### src/hps_pkg.sv
// hps_pkg: shared types and constants for the homing positioner
// sequencer mode codes, configuration register indexes, state record
// no dependencies
package hps_pkg;

  localparam int unsigned TravelW  = 16;
  localparam int unsigned TimeoutW = 16;
  localparam int unsigned DebW     = 8;
  localparam int unsigned PctW     = 7;
  localparam int unsigned CfgIdxW  = 2;
  localparam int unsigned CfgDataW = 16;
  // percent times travel, up to 100 * 65535
  localparam int unsigned ProdW    = PctW + TravelW;

  localparam logic [1:0] MODE_IDLE   = 2'd0;
  localparam logic [1:0] MODE_HOMING = 2'd1;
  localparam logic [1:0] MODE_LEFT   = 2'd2;
  localparam logic [1:0] MODE_FAULT  = 2'd3;

  localparam logic [CfgIdxW-1:0] CFG_MAX_TRAVEL   = 2'd0;
  localparam logic [CfgIdxW-1:0] CFG_HOME_TIMEOUT = 2'd1;
  localparam logic [CfgIdxW-1:0] CFG_DEBOUNCE     = 2'd2;

  localparam logic [TravelW-1:0]  RST_MAX_TRAVEL   = 16'd20000;
  localparam logic [TimeoutW-1:0] RST_HOME_TIMEOUT = 16'd50000;
  localparam logic [DebW-1:0]     RST_DEBOUNCE     = 8'd200;

  localparam logic [PctW-1:0]  PCT_FULL  = 7'd100;
  localparam logic [ProdW-1:0] PCT_SCALE = 23'd100;
  localparam logic [DebW-1:0]  HOLD_MAX  = 8'd255;

  typedef struct packed {
    logic [1:0]          mode;
    logic [TimeoutW-1:0] home_cnt;
    logic [DebW-1:0]     hold_cnt;
    // remaining left travel kept scaled by 100: ticks left = move_rem / 100
    logic [ProdW-1:0]    move_rem;
  } hps_state_t;

  typedef struct packed {
    logic [TravelW-1:0]  max_travel;
    logic [TimeoutW-1:0] home_timeout;
    logic [DebW-1:0]     debounce;
  } hps_cfg_t;

endpackage

### src/hps_if.sv
// hps_in_if / hps_out_if: valid-ready channels of the homing positioner
// depends on hps_pkg for field widths
interface hps_in_if;
  logic                     valid;
  logic                     ready;
  logic                     req_type;
  logic [hps_pkg::PctW-1:0] position_percent;
  logic                     sensor_level;

  modport source (output valid, output req_type, output position_percent,
                  output sensor_level, input ready);
  modport sink (input valid, input req_type, input position_percent,
                input sensor_level, output ready);
endinterface

interface hps_out_if;
  logic       valid;
  logic       ready;
  logic       drive_right;
  logic       drive_left;
  logic [1:0] mode;

  modport source (output valid, output drive_right, output drive_left,
                  output mode, input ready);
  modport sink (input valid, input drive_right, input drive_left,
                input mode, output ready);
endinterface

### src/hps_step.sv
// hps_step: next-state logic of the sequencer for one request
// depends on hps_pkg
module hps_step (
  input  hps_pkg::hps_state_t       cur,
  input  hps_pkg::hps_cfg_t         cfg,
  input  logic                      req_type,
  input  logic [hps_pkg::PctW-1:0]  position_percent,
  input  logic                      sensor_level,
  output hps_pkg::hps_state_t       nxt
);

  logic [hps_pkg::PctW-1:0]  pct_clamped;
  logic [hps_pkg::ProdW-1:0] prod;
  logic [hps_pkg::ProdW-1:0] rem_dec;

  assign pct_clamped = (position_percent > hps_pkg::PCT_FULL) ? hps_pkg::PCT_FULL
                                                              : position_percent;
  assign prod    = hps_pkg::ProdW'(pct_clamped) * hps_pkg::ProdW'(cfg.max_travel);
  assign rem_dec = cur.move_rem - hps_pkg::PCT_SCALE;

  always_comb begin
    nxt = cur;
    if (cur.mode != hps_pkg::MODE_FAULT) begin
      if (req_type) begin
        nxt.move_rem = prod;
        nxt.hold_cnt = '0;
        nxt.mode     = hps_pkg::MODE_HOMING;
      end else if (cur.mode == hps_pkg::MODE_HOMING) begin
        if (cur.home_cnt >= cfg.home_timeout) begin
          nxt.mode = hps_pkg::MODE_FAULT;
        end else if (sensor_level && (cur.hold_cnt >= cfg.debounce)) begin
          nxt.home_cnt = '0;
          nxt.hold_cnt = '0;
          nxt.mode     = (cur.move_rem >= hps_pkg::PCT_SCALE) ? hps_pkg::MODE_LEFT
                                                              : hps_pkg::MODE_IDLE;
        end else begin
          nxt.home_cnt = cur.home_cnt + 1'b1;
          if (!sensor_level) begin
            nxt.hold_cnt = '0;
          end else if (cur.hold_cnt != hps_pkg::HOLD_MAX) begin
            nxt.hold_cnt = cur.hold_cnt + 1'b1;
          end
        end
      end else if (cur.mode == hps_pkg::MODE_LEFT) begin
        // in left mode at least one whole tick remains
        nxt.move_rem = rem_dec;
        if (rem_dec < hps_pkg::PCT_SCALE) begin
          nxt.mode = hps_pkg::MODE_IDLE;
        end
      end
    end
  end

endmodule

### src/homing_positioner_with_debounce_unit.sv
// homing_positioner_with_debounce_unit: top level of the homing positioner
// depends on hps_pkg, hps_in_if / hps_out_if and hps_step
//
// Each request (a tick with a home sensor sample, or a position command) gives
// exactly one result showing the drive outputs and mode after that request.
// Throughput is one request per clock: the state update is a single pass of
// short logic (one 7x16 multiply on commands, 16-bit and 8-bit counters and
// compares) and the result is registered in the output register on acceptance.
// in_ch.ready stays high while the output register is empty or being taken,
// so requests flow back to back whenever the result side keeps taking them;
// a stalled result holds off the next request until it is taken.
// The left-travel target is held scaled by 100 and counted down by 100 per
// tick, so no divider is needed. A timeout while homing is a sticky fault
// that only rst_n clears. Configuration writes take effect on the next
// request; a target already computed is kept.
module homing_positioner_with_debounce_unit (
  input  logic                          clk,
  input  logic                          rst_n,
  hps_in_if.sink                        in_ch,
  hps_out_if.source                     out_ch,
  input  logic                          cfg_we,
  input  logic [hps_pkg::CfgIdxW-1:0]   cfg_idx,
  input  logic [hps_pkg::CfgDataW-1:0]  cfg_data
);

  hps_pkg::hps_cfg_t   cfg_r;
  hps_pkg::hps_state_t st_r;
  hps_pkg::hps_state_t st_nxt;
  logic                out_valid_r;
  logic                drive_right_r;
  logic                drive_left_r;
  logic [1:0]          mode_r;
  logic                in_acc;

  // request accepted when the output register is free or draining
  assign in_ch.ready = !out_valid_r || out_ch.ready;
  assign in_acc      = in_ch.valid && in_ch.ready;

  // configuration registers
  always_ff @(posedge clk) begin
    if (!rst_n) begin
      cfg_r.max_travel   <= hps_pkg::RST_MAX_TRAVEL;
      cfg_r.home_timeout <= hps_pkg::RST_HOME_TIMEOUT;
      cfg_r.debounce     <= hps_pkg::RST_DEBOUNCE;
    end else if (cfg_we) begin
      case (cfg_idx)
        hps_pkg::CFG_MAX_TRAVEL:   cfg_r.max_travel   <= cfg_data;
        hps_pkg::CFG_HOME_TIMEOUT: cfg_r.home_timeout <= cfg_data;
        hps_pkg::CFG_DEBOUNCE:     cfg_r.debounce     <= cfg_data[hps_pkg::DebW-1:0];
        default: ;
      endcase
    end
  end

  // sequencer next state for the request on the input channel
  hps_step u_step (
    .cur              (st_r),
    .cfg              (cfg_r),
    .req_type         (in_ch.req_type),
    .position_percent (in_ch.position_percent),
    .sensor_level     (in_ch.sensor_level),
    .nxt              (st_nxt)
  );

  // sequencer state
  always_ff @(posedge clk) begin
    if (!rst_n) begin
      st_r.mode     <= hps_pkg::MODE_IDLE;
      st_r.home_cnt <= '0;
      st_r.hold_cnt <= '0;
      st_r.move_rem <= '0;
    end else if (in_acc) begin
      st_r <= st_nxt;
    end
  end

  // result register
  always_ff @(posedge clk) begin
    if (!rst_n) begin
      out_valid_r <= 1'b0;
    end else if (in_acc) begin
      out_valid_r <= 1'b1;
    end else if (out_ch.ready) begin
      out_valid_r <= 1'b0;
    end
  end

  always_ff @(posedge clk) begin
    if (in_acc) begin
      drive_right_r <= (st_nxt.mode == hps_pkg::MODE_HOMING);
      drive_left_r  <= (st_nxt.mode == hps_pkg::MODE_LEFT);
      mode_r        <= st_nxt.mode;
    end
  end

  assign out_ch.valid       = out_valid_r;
  assign out_ch.drive_right = drive_right_r;
  assign out_ch.drive_left  = drive_left_r;
  assign out_ch.mode        = mode_r;

endmodule

### src/flat_wrapper.sv
// flat-port wrapper written by rule: the top's interface ports become plain ports
module homing_positioner_with_debounce_unit_flat 
  (clk, rst_n, cfg_we, cfg_idx, cfg_data, in_ch_valid, in_ch_req_type, in_ch_position_percent, in_ch_sensor_level, in_ch_ready, out_ch_valid, out_ch_drive_right, out_ch_drive_left, out_ch_mode, out_ch_ready);
  hps_in_if in_ch_i ();
  hps_out_if out_ch_i ();
  input  logic clk;
  input  logic rst_n;
  input  logic cfg_we;
  input  logic [hps_pkg::CfgIdxW-1:0] cfg_idx;
  input  logic [hps_pkg::CfgDataW-1:0] cfg_data;
  input wire logic [$bits(in_ch_i.valid)-1:0] in_ch_valid;
  input wire logic [$bits(in_ch_i.req_type)-1:0] in_ch_req_type;
  input wire logic [$bits(in_ch_i.position_percent)-1:0] in_ch_position_percent;
  input wire logic [$bits(in_ch_i.sensor_level)-1:0] in_ch_sensor_level;
  output wire logic [$bits(in_ch_i.ready)-1:0] in_ch_ready;
  output wire logic [$bits(out_ch_i.valid)-1:0] out_ch_valid;
  output wire logic [$bits(out_ch_i.drive_right)-1:0] out_ch_drive_right;
  output wire logic [$bits(out_ch_i.drive_left)-1:0] out_ch_drive_left;
  output wire logic [$bits(out_ch_i.mode)-1:0] out_ch_mode;
  input wire logic [$bits(out_ch_i.ready)-1:0] out_ch_ready;
  assign in_ch_i.valid = in_ch_valid;
  assign in_ch_i.req_type = in_ch_req_type;
  assign in_ch_i.position_percent = in_ch_position_percent;
  assign in_ch_i.sensor_level = in_ch_sensor_level;
  assign in_ch_ready = in_ch_i.ready;
  assign out_ch_valid = out_ch_i.valid;
  assign out_ch_drive_right = out_ch_i.drive_right;
  assign out_ch_drive_left = out_ch_i.drive_left;
  assign out_ch_mode = out_ch_i.mode;
  assign out_ch_i.ready = out_ch_ready;
  homing_positioner_with_debounce_unit u_core (.clk(clk), .rst_n(rst_n), .in_ch(in_ch_i), .out_ch(out_ch_i), .cfg_we(cfg_we), .cfg_idx(cfg_idx), .cfg_data(cfg_data));
endmodule
### config.mk
export PLATFORM = sky130hd
export DESIGN_NAME = homing_positioner_with_debounce_unit_flat
export DESIGN_NICKNAME = d
export VERILOG_FILES = /design/src/hps_pkg.sv /design/src/hps_if.sv /design/src/hps_step.sv /design/src/homing_positioner_with_debounce_unit.sv /design/src/flat_wrapper.sv
export SDC_FILE = /design/constraint.sdc
export NUM_CORES = 1
export LEC_CHECK = 0
export ABC_AREA = 1
export BUFFER_PORTS_ARGS = -buffer_cell sky130_fd_sc_hd__buf_2
export CAP_MARGIN = 20
export CORE_ASPECT_RATIO = 0.5
export CORE_MARGIN = 2
export CORE_UTILIZATION = 57
export DETAILED_ROUTE_END_ITERATION = 8
export GPL_TIMING_DRIVEN = 0
export PLACE_DENSITY = 0.85
export SLEW_MARGIN = 10
export SYNTH_ARGS = -nofsm -noshare
export SYNTH_HDL_FRONTEND = slang
export SYNTH_SLANG_ARGS = --single-unit
### constraint.sdc
create_clock -name clk -period 5.5 [get_ports clk]
set_clock_uncertainty 0.1 [all_clocks]
set_input_delay 0.55 -clock clk [delete_from_list [all_inputs] [get_ports clk]]
set_output_delay 0.55 -clock clk [all_outputs]
set_load 0.02 [all_outputs]
# Word level (Yosys, flattened, before mapping)
# Index checks and enable logic that the tools add are counted.
# Widths: inputs -> output; s select.
[classes] addsub=3 mul=1 n_lt_le_gt_ge=5 eq_ne=11 mux=20 bitwise_logic=2 reduce_logical=14
[ops] op="$mux 24" count=3
[ops] op="$mux 49" count=1
[ops] op="$mux 23" count=2
[ops] op="$mux 31" count=1
[ops] op="$ge 23x7->1 const B" count=1
[ops] op="$lt 23x7->1 const B" count=1
[ops] op="$mul 7x16->23" count=1
[ops] op="$sub 23x7->23 const B" count=1
[ops] op="$add 16x1->16 const B" count=1
[ops] op="$ge 16x16->1" count=1
[ops] op="$mux 16" count=1
[ops] op="$mux 8" count=2
[ops] op="$mux 2" count=7
[ops] op="$reduce_and 5->1" count=2
[ops] op="$add 8x1->8 const B" count=1
[ops] op="$ge 8x8->1" count=1
[ops] op="$ne 8x8->1 const B" count=1
[ops] op="$gt 7x7->1 const B" count=1
[ops] op="$mux 7" count=1
[ops] op="$eq 2x1->1 const B" count=3
[ops] op="$eq 2x2->1 const B" count=3
[ops] op="$ne 2x2->1 const B" count=3
[ops] op="$reduce_and 2->1" count=3
[ops] op="$reduce_bool 2->1" count=3
[ops] op="8 further kinds" count=11
[totals] regBits=94 inputBits=32 output_inout_bits=6 elab_cells=67

# Depth between registers and ports, before layout
[depth] ltp_word=9 depth_mapped=27 ltp_nobuf=27

# By module
# A second synthesis with hierarchy kept.
[unflattened] cells_unflattened=1673 area_unflattened_um2=10591.4
[modules_own_cells] module="hps_step" n_inst=1 cells_each=1108 area_per_inst_um2=6618.8 seq_area_each_um2=0.0
[modules_own_cells] module="homing_positioner_with_debounce_unit" n_inst=1 cells_each=565 area_per_inst_um2=3972.6 seq_area_each_um2=1921.8

# Least setup slack after synthesis
# No wires, ideal clock.
[synth_timing] path_kind="in2reg" startpoint="input in_ch_position_percent[5]" endpoint="register u_core.st_r[16] (netlist name)" setup_time_ns=0.132 arrival_time_ns=5.028 required_ns=5.268 slack_ns=0.240 stages=23 n_path_buf=2 cell_sequence="clkbuf_1 and3_1 nor2_1 clkbuf_1 nand2_1 fa_1 fa_1 inv_1 fa_1 inv_1 fa_1 inv_1 ha_1 nand2_1 o21ai_0 nand2_1 nand2_1 nor2_1 o21ai_0 xor2_1 nand2_1 nand2_1 a21oi_1"
[synth_via] elab_chain_len=4
[synth_lines] element="from (decl)" line_no="flat_wrapper.sv:13" text="input wire logic [$bits(in_ch_i.position_percent)-1:0] in_ch_position_percent;"
[synth_lines] element="$gt 7x7->1" line_no="hps_step.sv:16" text="assign pct_clamped = (position_percent > hps_pkg::PCT_FULL) ? hps_pkg::PCT_FULL"
[synth_lines] element="$mux 7 (*)" line_no="hps_step.sv:16"
[synth_lines] element="$mul 7x16->23 (*)" line_no="hps_step.sv:18" text="assign prod = hps_pkg::ProdW'(pct_clamped) * hps_pkg::ProdW'(cfg.max_travel);"
[synth_lines] element="$mux 31 (*)" line_no="hps_step.sv:24" text="if (req_type) begin"
[synth_lines] element="to (signal assigned)" line_no="homing_positioner_with_debounce_unit.sv:73" text="st_r <= st_nxt;"
[synth_lines] element="to (decl)" line_no="homing_positioner_with_debounce_unit.sv:27" text="hps_pkg::hps_state_t st_r;"
# Mark *: on every way between the ends. The rest lies on a longest branch, timed or not.
# A chain may end at the register's enable or synchronous reset.

# Worst setup path in the final report
[layout_timing] startpoint="input in_ch_position_percent[2]" endpoint="register u_core.st_r[16] (netlist name)"
# Same word-level chain as after synthesis.

==> results.json <==
{
  "path_max_fanout": 10,
  "diodes": 0,
  "synthDistinctLibCells": 42,
  "wire_per_inst_um": 15.91,
  "final_util": 0.6485,
  "grt_overflow": 0,
  "maxCapViolCount": 0,
  "core_um2": 15530,
  "ant_nets": 0,
  "synth_top_area_frac": 0.1974,
  "cts_tree": "done",
  "regToRegSetupSlack_ns": 0.62,
  "drc_errors": 0,
  "cts_max_path_buffers": 2,
  "grt_antenna_before_repair": 0,
  "grt_start_max_net_pins": 17,
  "synth_warnings": 0,
  "rows": 32,
  "synthesis.nets": 1510,
  "syn_to_final_growth_pct": 10.39,
  "post-synth-top-count-cell": "nand2_1",
  "end_kind": "flop",
  "cts_hold_buffers": 0,
  "ios": 38,
  "numPortBuffers": 33,
  "cts.sink_count": 94,
  "grt_pass1_vias": 8702,
  "routed_via_density": 5.620,
  "insertion_delay_ns": 0.36,
  "start_util": 0.5875,
  "htree_levels": 3,
  "fin_crit_ns": 5.286,
  "finalCritPeriodShare": 0.9610,
  "async_reset_ff_frac": 0,
  "outcome": "finished clean",
  "synth_seq_cells": 94,
  "dr_total_vias": 8975,
  "cts_made_buffers": 9,
  "hp-class": "in -> reg",
  "relSlewSlack": 0.4500,
  "ir_drop_mv": 0.2532,
  "ys.flop_type": "dfxtp_1",
  "p_per_area_nw_per_um2": 296.7,
  "fin_tns_setup_ns": 0,
  "hpwl_um": 20220,
  "path_class": "in -> reg",
  "first_pass_iters": 6,
  "drv_slew": 0,
  "crit_path_start_kind": "input port",
  "synth_commonest_cells": "nand2_1 (305), inv_1 (267), nor2_1 (128)",
  "tightestPinTransition_ns": 0.8187,
  "power.leakage_nw": 5.275,
  "gp_congestion": 0.9355,
  "die_area_um2": 17100,
  "synth_edf_count": 4,
  "p_total_mw": 2.989,
  "drive_gt1_frac": 0.08615,
  "fin_nets": 1558,
  "arrival_ns": 5.40,
  "die_height_um": 93.48,
  "hold_violations": 0,
  "drt_iter0_drc": 929,
  "path_clk_slew_ns": 0.08,
  "synth_area_per_cell_um2": 6.811,
  "netlist_area_um2": 9126,
  "setup_viol": 0,
  "clock.fmax_ghz": 0.1892,
  "ys_seq_area_frac": 0.2106,
  "wl_um": 25410,
  "fp.dieW_um": 182.9,
  "cp.required_ns": 5.62,
  "grt_usage": 0.3123,
  "root_buffer": "clkbuf_16",
  "syn_inst": 1340,
  "synth_top_cells_by_area": "dfxtp_1 (20%), fa_1 (15%), nand2_1 (13%)",
  "yosysTopAreaCell": "dfxtp_1",
  "grt_pass1_wl_um": 42170
}
==> per-layer routing <==
layer | routed length (um) | part of all wire | global-route usage | vias up
met5 | 0 | 0 | 0 | -
met4 | 481 | 0.019 | 0.08733 | 0
met3 | 2592 | 0.10 | 0.05569 | 53
met2 | 11280 | 0.44 | 0.5126 | 443
met1 | 11060 | 0.44 | 0.4261 | 4209
li1 | - | - | - | 4270
==> state kept, by name, indices dropped and copies added (netlist names), named ones only <==
register / flops
u_core.out_ch.valid: 1
u_core.st_r: 47
u_core.out_ch.mode: 2
u_core.cfg_r: 40
u_core.out_ch.drive_right: 1
u_core.out_ch.drive_left: 1
==> placed cells by master, fill, tap and decap left out, drive strengths merged <==
cell type / instances
o21a: 5
o22ai: 1
xor2: 25
nor4: 3
nand3: 58
or2: 1
ha: 69
a21oi: 101
a31oi: 8
nor3b: 2
edfxtp: 4
clkinvlp: 1
nor3: 16
nand2: 317
o21bai: 2
a211oi: 2
a21boi: 1
fa: 69
nor4b: 1
buf: 47
dfxtp: 90
bufinv: 1
o21ai: 81
nor2: 138
clkinv: 3
o211ai: 15
xnor2: 4
nand4: 13
inv: 273
clkbuf: 37
and3: 2
a21o: 1
nand3b: 2
==> final cells by class <==
class | instances | area (um^2)
multi-input cells | 937 | 6163
fillers | 1353 | 5460
flip-flops and latches | 94 | 1922
inverters | 273 | 1025
well taps | 204 | 255.2
clock buffers | 11 | 254.0
repair buffers | 38 | 215.2
plain buffers | 35 | 176.4
clock inverters | 5 | 63.81
==> logic make-up after synthesis <==
group	share of synthesized area
and+or+nand+nor	0.2582
buffers and inverters	0.1293
DFF	0.2106
AOI/OAI and AO/OA	0.1282
xor gates and xnor gates	0.02783
adders and majority gates	0.2460
==> path summary, 6_finish.rpt <==
check,start,end,cells after the start
max,in_ch_position_percent[2],u_core.st_r[16]$_SDFFE_PN0P_,25
min,cfg_data[8],u_core.cfg_r[16]$_SDFFE_PN1P_,3
max reg2reg,u_core.cfg_r[33]$_SDFFE_PN1P_,u_core.st_r[21]$_SDFFE_PN0P_,20
min reg2reg,u_core.cfg_r[2]$_SDFFE_PN0P_,u_core.cfg_r[2]$_SDFFE_PN0P_,2
==> through the flow <==
stage / worst slack (ns) / instances / instance area (um^2) / hold slack, ns
2_1_floorplan: 0.2402 / 1340 / 9126 / 0.3299
3_3_place_gp: -0.6617 / 1577 / 9547 / 0.3485
3_5_place_dp: -0.7612 / 1577 / 9547 / 0.3555
4_1_cts: 0.01823 / 1592 / 9891 / 0.3344
5_1_grt: -0.03066 / 1597 / 10070 / 0.3521
6_report: 0.2143 / 1597 / 10070 / 0.3447
==> power breakdown <==
| group | switching (mW) | internal, mW |
|---|---|---|
| logic | 1.01 | 0.530 |
| clock network | 0.285 | 0.384 |
| registers | 0.0466 | 0.732 |
==> critical path, stage by stage <==
cell and delay, ns:
buf_2 0.08, inv_1 0.06, o21ai_1 0.15, and3_4 0.23
inv_1 0.10, nand2_4 0.12, buf_8 0.15, nor2_1 0.07
fa_1 0.57, fa_1 0.47, fa_1 0.57, inv_1 0.07
fa_1 0.55, inv_1 0.08, ha_4 0.27, a21oi_2 0.21
o21ai_2 0.09, nand2_1 0.06, nand2_1 0.06, nor2_1 0.20
o21ai_1 0.12, xor2_1 0.26, nand2_1 0.17, nand2_1 0.10
a21oi_1 0.06
==> timing repair <==
action / in CTS / in global routing
setup buffers: 0 / 5
setup endpoints to repair: 15 / 14
pin swaps: 0 / 9
resized for setup: 13 / 34
Power figures use the tool's default switching activity.
